$ cat config.mk
export PLATFORM = sky130hd
export DESIGN_NAME = nmpn_search_step
export DESIGN_NICKNAME = d
export VERILOG_FILES = /design/src/hw/rtl/nmpn_pkg.sv /design/src/hw/rtl/nmpn_search_step.sv
export SDC_FILE = /design/constraint.sdc
export NUM_CORES = 1
export LEC_CHECK = 0
export BUFFER_PORTS_ARGS = -buffer_cell sky130_fd_sc_hd__buf_2
export CAP_MARGIN = 10
export CELL_PAD_IN_SITES_DETAIL_PLACEMENT = 1
export CELL_PAD_IN_SITES_GLOBAL_PLACEMENT = 1
export CORE_AREA = 8 8 246 248
export DETAILED_ROUTE_END_ITERATION = 8
export DIE_AREA = 0 0 254 256
export GPL_TIMING_DRIVEN = 1
export PLACE_DENSITY_LB_ADDON = 0.1
export SLEW_MARGIN = 25
export SYNTH_ARGS = -nofsm -noshare
export SYNTH_HDL_FRONTEND = slang
export SYNTH_SLANG_ARGS = --single-unit
$ cat constraint.sdc
create_clock -name clk -period 14.1 [get_ports clk]
set_clock_uncertainty 0.05 [all_clocks]
set_input_delay 0.705 -clock clk [delete_from_list [all_inputs] [get_ports clk]]
set_output_delay 0.705 -clock clk [all_outputs]
set_load 0.05 [all_outputs]
$ cat src/hw/rtl/nmpn_pkg.sv
// ---------------------------------------------------------------------------
// nmpn_pkg
// shared widths and word types for the normal map pixel normaliser
// ---------------------------------------------------------------------------
package nmpn_pkg;

  // channel width and derived arithmetic widths
  localparam int CH_BITS   = 8;
  localparam int FRAC_BITS = CH_BITS - 1;          // bits of the scaled magnitude
  localparam int AV_BITS   = CH_BITS;              // |2c - M|
  localparam int SQ_BITS   = 2 * AV_BITS;          // square of one component
  localparam int SUM_BITS  = SQ_BITS + 2;          // sum of three squares
  localparam int M_BITS    = CH_BITS + AV_BITS;    // M * |v|
  localparam int P_BITS    = 2 * M_BITS;           // (M * |v|)^2
  localparam int U_BITS    = SUM_BITS + FRAC_BITS; // S * f
  localparam int T_BITS    = SUM_BITS + 2 * FRAC_BITS; // S * f^2
  localparam int CMP_BITS  = T_BITS + 2;           // 4 * S * f^2
  localparam int LANES     = 3;
  localparam int STEPS     = FRAC_BITS;            // one search stage per bit

  localparam logic [CH_BITS-1:0] CH_HALF = CH_BITS'(1 << (CH_BITS - 1));

  // one colour component during the square-root free search
  typedef struct packed {
    logic                 neg;  // component is negative
    logic [P_BITS-1:0]    p;    // (M * |v|)^2
    logic [T_BITS-1:0]    t;    // S * f^2
    logic [U_BITS-1:0]    u;    // S * f
    logic [FRAC_BITS-1:0] f;    // scaled magnitude found so far
  } lane_t;

  // whole pixel word travelling through the search stages
  typedef struct packed {
    lane_t [LANES-1:0]   lane;
    logic [SUM_BITS-1:0] s;     // squared length
    logic [CH_BITS-1:0]  alpha;
    logic                last;
  } search_t;

endpackage

$ cat src/hw/rtl/nmpn_search_step.sv
// ---------------------------------------------------------------------------
// nmpn_search_step
// one registered bit of the magnitude search, all three components at once
// ---------------------------------------------------------------------------
module nmpn_search_step import nmpn_pkg::*; #(
  parameter int BIT = 0
) (
  input  logic    clk,
  input  logic    rst,
  input  logic    en,
  input  logic    in_valid,
  input  search_t in_word,
  output logic    out_valid,
  output search_t out_word
);

  search_t word_next;

  // S*(f+2^b)^2 = S*f^2 + S*f*2^(b+1) + S*2^(2b), shifts and adds only
  always_comb begin
    logic [CMP_BITS-1:0] t_cand;
    word_next = in_word;
    for (int i = 0; i < LANES; i++) begin
      t_cand = CMP_BITS'(in_word.lane[i].t)
             + (CMP_BITS'(in_word.lane[i].u) << (BIT + 1))
             + (CMP_BITS'(in_word.s) << (2 * BIT));
      if ((t_cand << 2) <= CMP_BITS'(in_word.lane[i].p)) begin
        word_next.lane[i].t = t_cand[T_BITS-1:0];
        word_next.lane[i].u = in_word.lane[i].u + (U_BITS'(in_word.s) << BIT);
        word_next.lane[i].f = in_word.lane[i].f | (FRAC_BITS'(1) << BIT);
      end
    end
  end

  always_ff @(posedge clk) begin
    if (rst) begin
      out_valid <= 1'b0;
    end else if (en) begin
      out_valid <= in_valid;
    end
  end

  always_ff @(posedge clk) begin
    if (en) begin
      out_word <= word_next;
    end
  end

endmodule

# Word level (Yosys, flattened, before mapping)
# Cells that the tools add are included.
[word_totals] wordCells=37 inputBits=322 register_bits=319
[classes] order_cmp=3 mux=3 n_addsub=9
[ops] op="$mux 64" n=3
[ops] op="$le 34x32->1" n=3
[ops] op="$add 32x18->32" n=3
[ops] op="$add 32x26->32" n=3
[ops] op="$add 25x18->25" n=3

# Depth between registers and ports, before layout
[logic_depth] ltp_word=4 depth_mapped=24 depth_no_buf=24

# Least setup slack after synthesis
# OpenSTA, ideal clock, no wires.
[synth_path] path_kind="input to register" startpoint="input in_word[10] (netlist bit)" endpoint="register out_word[138] (netlist bit) (data pin)" stages=23 arrival_ps=5484 setup_time_ps=260 slack_ps=8306 required_ps=13790 path_cell_list="fa_1 > ha_1 > inv_1 > fa_1 > nor2b_1 > o31a_1 > o21ai_1 > and4_1 > o21ai_1 > a21boi_2 > a21o_1 > xnor2_1 > ha_1 > a2111oi_0 > o21ai_0 > a21oi_1 > o21ai_0 > o21ai_0 > nand4_1 > mux2_2 > nand2_4 > buf_6 > mux2_2"
[synth_lines] element="start: declaration" line="nmpn_search_step.sv:12" rtl="input search_t in_word,"
[synth_lines] element="end signal: assignment" line="nmpn_search_step.sv:45" rtl="out_word <= word_next;"
[synth_lines] element="end: declaration" line="nmpn_search_step.sv:14" rtl="output search_t out_word"

==> qor.csv <==
metric;value;unit
chip height;256;µm
post-CTS setup buffers;0;
accumulated negative setup slack;0;ns
final weighted congestion in routability-driven placement;0.869;
count of flip-flops with a built-in enable after synthesis;318;
final-report max-slew violation count;0;
setup violation total in the final timing report;0;
post-route DRC violation count;0;
setup slack at placement;6.78;ns
total area of multi-input combinational cells;11600;µm²
Avg WL per Cell;23.7;µm
category of the worst setup path launch point;input pin;
First DRT Iteration DRCs;787;
maxcap violations;0;
Top-Level Pins;641;
post-route antenna net violation count;0;
met2 WL;40800;µm
clock input transition at the sequential cells of the worst setup and hold paths;0.05;ns
sequential area share after synthesis;43.9;%
worst-case headroom to the max-slew limit;34.0;%
top routing layer in use;met5;
Synth Warn #;0;
highest cell delay on the worst timing path;0.58;ns
mean instance size in the synthesized netlist;11.7;µm²
family with the most delay on the worst path;compound AO/OA/AOI/OAI gates;
CP Class;input pin to flop;
Worst-Skew Late Latency;0.55;ns
first-pass iteration count of the detailed router;5;
routed via count divided by cell count;5.26;
synthesis-to-layout area growth;24.4;%
maximum fanout encountered on the critical timing path;46;
Die Span X;254;µm
count of buffers from port buffering;640;
CTS H-tree depth;2;
first-pass GRT wire length;118000;µm
CTS Hold Buffers Added;0;
Clock Root Buffer;clkbuf_16;
TritonCTS clock tree;built;
ordered list of cells on the worst path;buf_2, fa_1, ha_1, inv_1, fa_1, nor2b_1, o31a_1, o21ai_1, nand2_1, a21o_1, a21oi_1, o21bai_1, a21oi_1, xnor2_1, ha_1, a21oi_1, o21ai_0, a2111oi_0, a31oi_1, o21ai_0, nand4_1, mux2_2, nand2_4, mux2_2;
final wirelength;79100;µm
Unique masters post-synth;73;
minimum setup slack in the final design;7.40;ns
leakage power total;12.0;nW
hpwl dp;65300;µm
worst supply voltage drop on vdd;86.1;µV
area occupied by registers;9570;µm²
minimum clock period after layout;6.70;ns
setup repair after global routing missed its margin;no;
number of antenna violations at the first check in global routing;12;
Fin. Hold Viols;0;
number of global-route vias before repair;19400;
maximum number of pins on one net before global-route repair;118;
vias;17500;
class of the tightest hold or removal check;input pin to flop;
net count of the mapped netlist;2497;
Pwr Density;135;nW/µm²
area of the core;56800;µm²
total of fill cells in the finished design;6401;
std cell rows;88;
most frequent cell on the critical path;a21oi_1;
upper clock frequency limit;149;MHz
number of nets in the layout;3162;
aggregate global routing overflow;0;
count of mapped cells out of synthesis;1869;
maximum number of buffers from clock root to sink;3;
master of the slowest instance on the critical path;o21ai_0;
Synth async-reset ratio;0;%
Resize count post-CTS;0;
predominant post-synthesis flop cell;edfxtp_1;
Arr. time, crit path;6.95;ns
Required @ worst endpoint;14.35;ns
synthesized cell area;21800;µm²
CTS sink count;319;
run status;complete, no violations;
DRT met1 WL;32100;µm
Final period util;47.5;%
type of destination of the critical path;flop;
routed length on met3;4590;µm
flip-flop and latch count after synthesis;319;
CP bufs+invs;2;
total routing resource utilization after global routing;23.6;%
number of clock buffers inserted by TritonCTS;40;
share of final-layout standard cells stronger than drive strength 1;32.6;%
starting density of the core;38.4;%
die footprint;65000;µm²
Tot Pwr;0.00366;W
Worst-Margin Slew;0.990;ns
## final timing paths
kind / end / cells past startpoint / from / slack (ns)
max: out_word[141]$_DFFE_PP_ / 24 / in_word[10] / 7.40
min: out_valid$_SDFFE_PP0P_ / 2 / rst / 0.26
max reg2reg: out_valid$_SDFFE_PP0P_ / 2 / out_valid$_SDFFE_PP0P_ / 13.47
min reg2reg: out_valid$_SDFFE_PP0P_ / 2 / out_valid$_SDFFE_PP0P_ / 0.45
## layer usage
layer  vias up  track usage, %
met1      8680            27.8
li1       8340               -
met3        92            5.30
met4        12            5.36
met5         -               0
met2       411            43.1
## per-stage QoR
step	cell area [µm²]	cells	hold slack, ns	util (%)
2_1_floorplan	21800	1869	0.683	-
3_3_place_gp	25900	3257	0.421	45.5
3_5_place_dp	25900	3257	0.444	45.5
4_1_cts	27100	3326	0.222	47.7
5_1_grt	27100	3331	0.235	47.7
6_report	27100	3333	0.264	47.7
## worst register-to-register path: cells and delay by family (launching register included)
kind	cells	cell delay (ns)
flip-flops	1	0.31
multiplexers	1	0.12
AND/OR/NAND/NOR	1	0.05
## sequential cells by signal (all words and copies together), names as in the netlist
signal and count:
out_word 318, out_valid 1
## area by class of cell
cell class              count  area share (%)
multi-input cells        1392            42.7
repair buffers            645            12.0
flip-flops and latches    319            35.3
inverters                 136            1.88
well taps                 765            3.53
clock buffers              52            3.93
clock inverters            17           0.609
diodes                      7          0.0646
## power by group
| part | leakage [nW] | internal [W] | switching [W] | total (W) |
|---|---|---|---|---|
| logic | 8.28 | 0.000486 | 0.000985 | 0.00147 |
| registers | 3.12 | 0.00117 | 0.0000279 | 0.00119 |
| clock network | 0.597 | 0.000587 | 0.000412 | 0.000998 |
| total | 12.0 | 0.00224 | 0.00142 | 0.00366 |
## cell families (layout without fill, tap and decap cells)
family / after synthesis / after routing / share of synthesized area, %
AOI/OAI and AO/OA: 429 / 429 / 12.9
and+or+nand+nor: 393 / 393 / 8.78
DFF: 319 / 319 / 43.9
adders and majority gates: 306 / 306 / 19.5
buffers and inverters: 158 / 850 / 3.00
xor gates and xnor gates: 144 / 144 / 5.78
muxes: 120 / 120 / 6.18
other: 0 / 7 / 0
## placed cells by master, fill, tap and decap left out, drive strengths merged, types with 24 or more instances in the layout
| cell | n |
|---|---|
| buf | 645 |
| edfxtp | 318 |
| a21o | 49 |
| o21a | 29 |
| nand3 | 34 |
| nor2 | 110 |
| mux2 | 117 |
| nor3 | 35 |
| fa | 57 |
| a211oi | 24 |
| ha | 249 |
| clkbuf | 52 |
| o21ai | 94 |
| a21oi | 129 |
| nand4 | 34 |
| xnor2 | 99 |
| inv | 138 |
| nand2 | 88 |
| xor2 | 45 |
## synth_stat cells, types with 9 or more instances
cell / instances / area (µm²)
ha_1: 249 / 3120
o21a_1: 29 / 218
inv_1: 136 / 510
and2_1: 10 / 62.6
nor4_1: 9 / 56.3
nand2_1: 87 / 327
fa_1: 57 / 1140
mux2_2: 117 / 1320
o21ai_0: 90 / 450
nand2b_1: 17 / 106
nand3_1: 34 / 170
o31ai_1: 9 / 67.6
o211ai_1: 13 / 97.6
a21oi_1: 126 / 631
nor3_1: 35 / 175
o21bai_1: 17 / 128
a21o_1: 49 / 368
xnor2_1: 99 / 867
a211oi_1: 22 / 165
a31oi_1: 9 / 56.3
edfxtp_1: 318 / 9550
and3_1: 10 / 62.6
nor2_1: 110 / 413
nor2b_1: 21 / 131
xor2_1: 45 / 394
nand4_1: 34 / 213
Power figures use the tool's default switching activity.
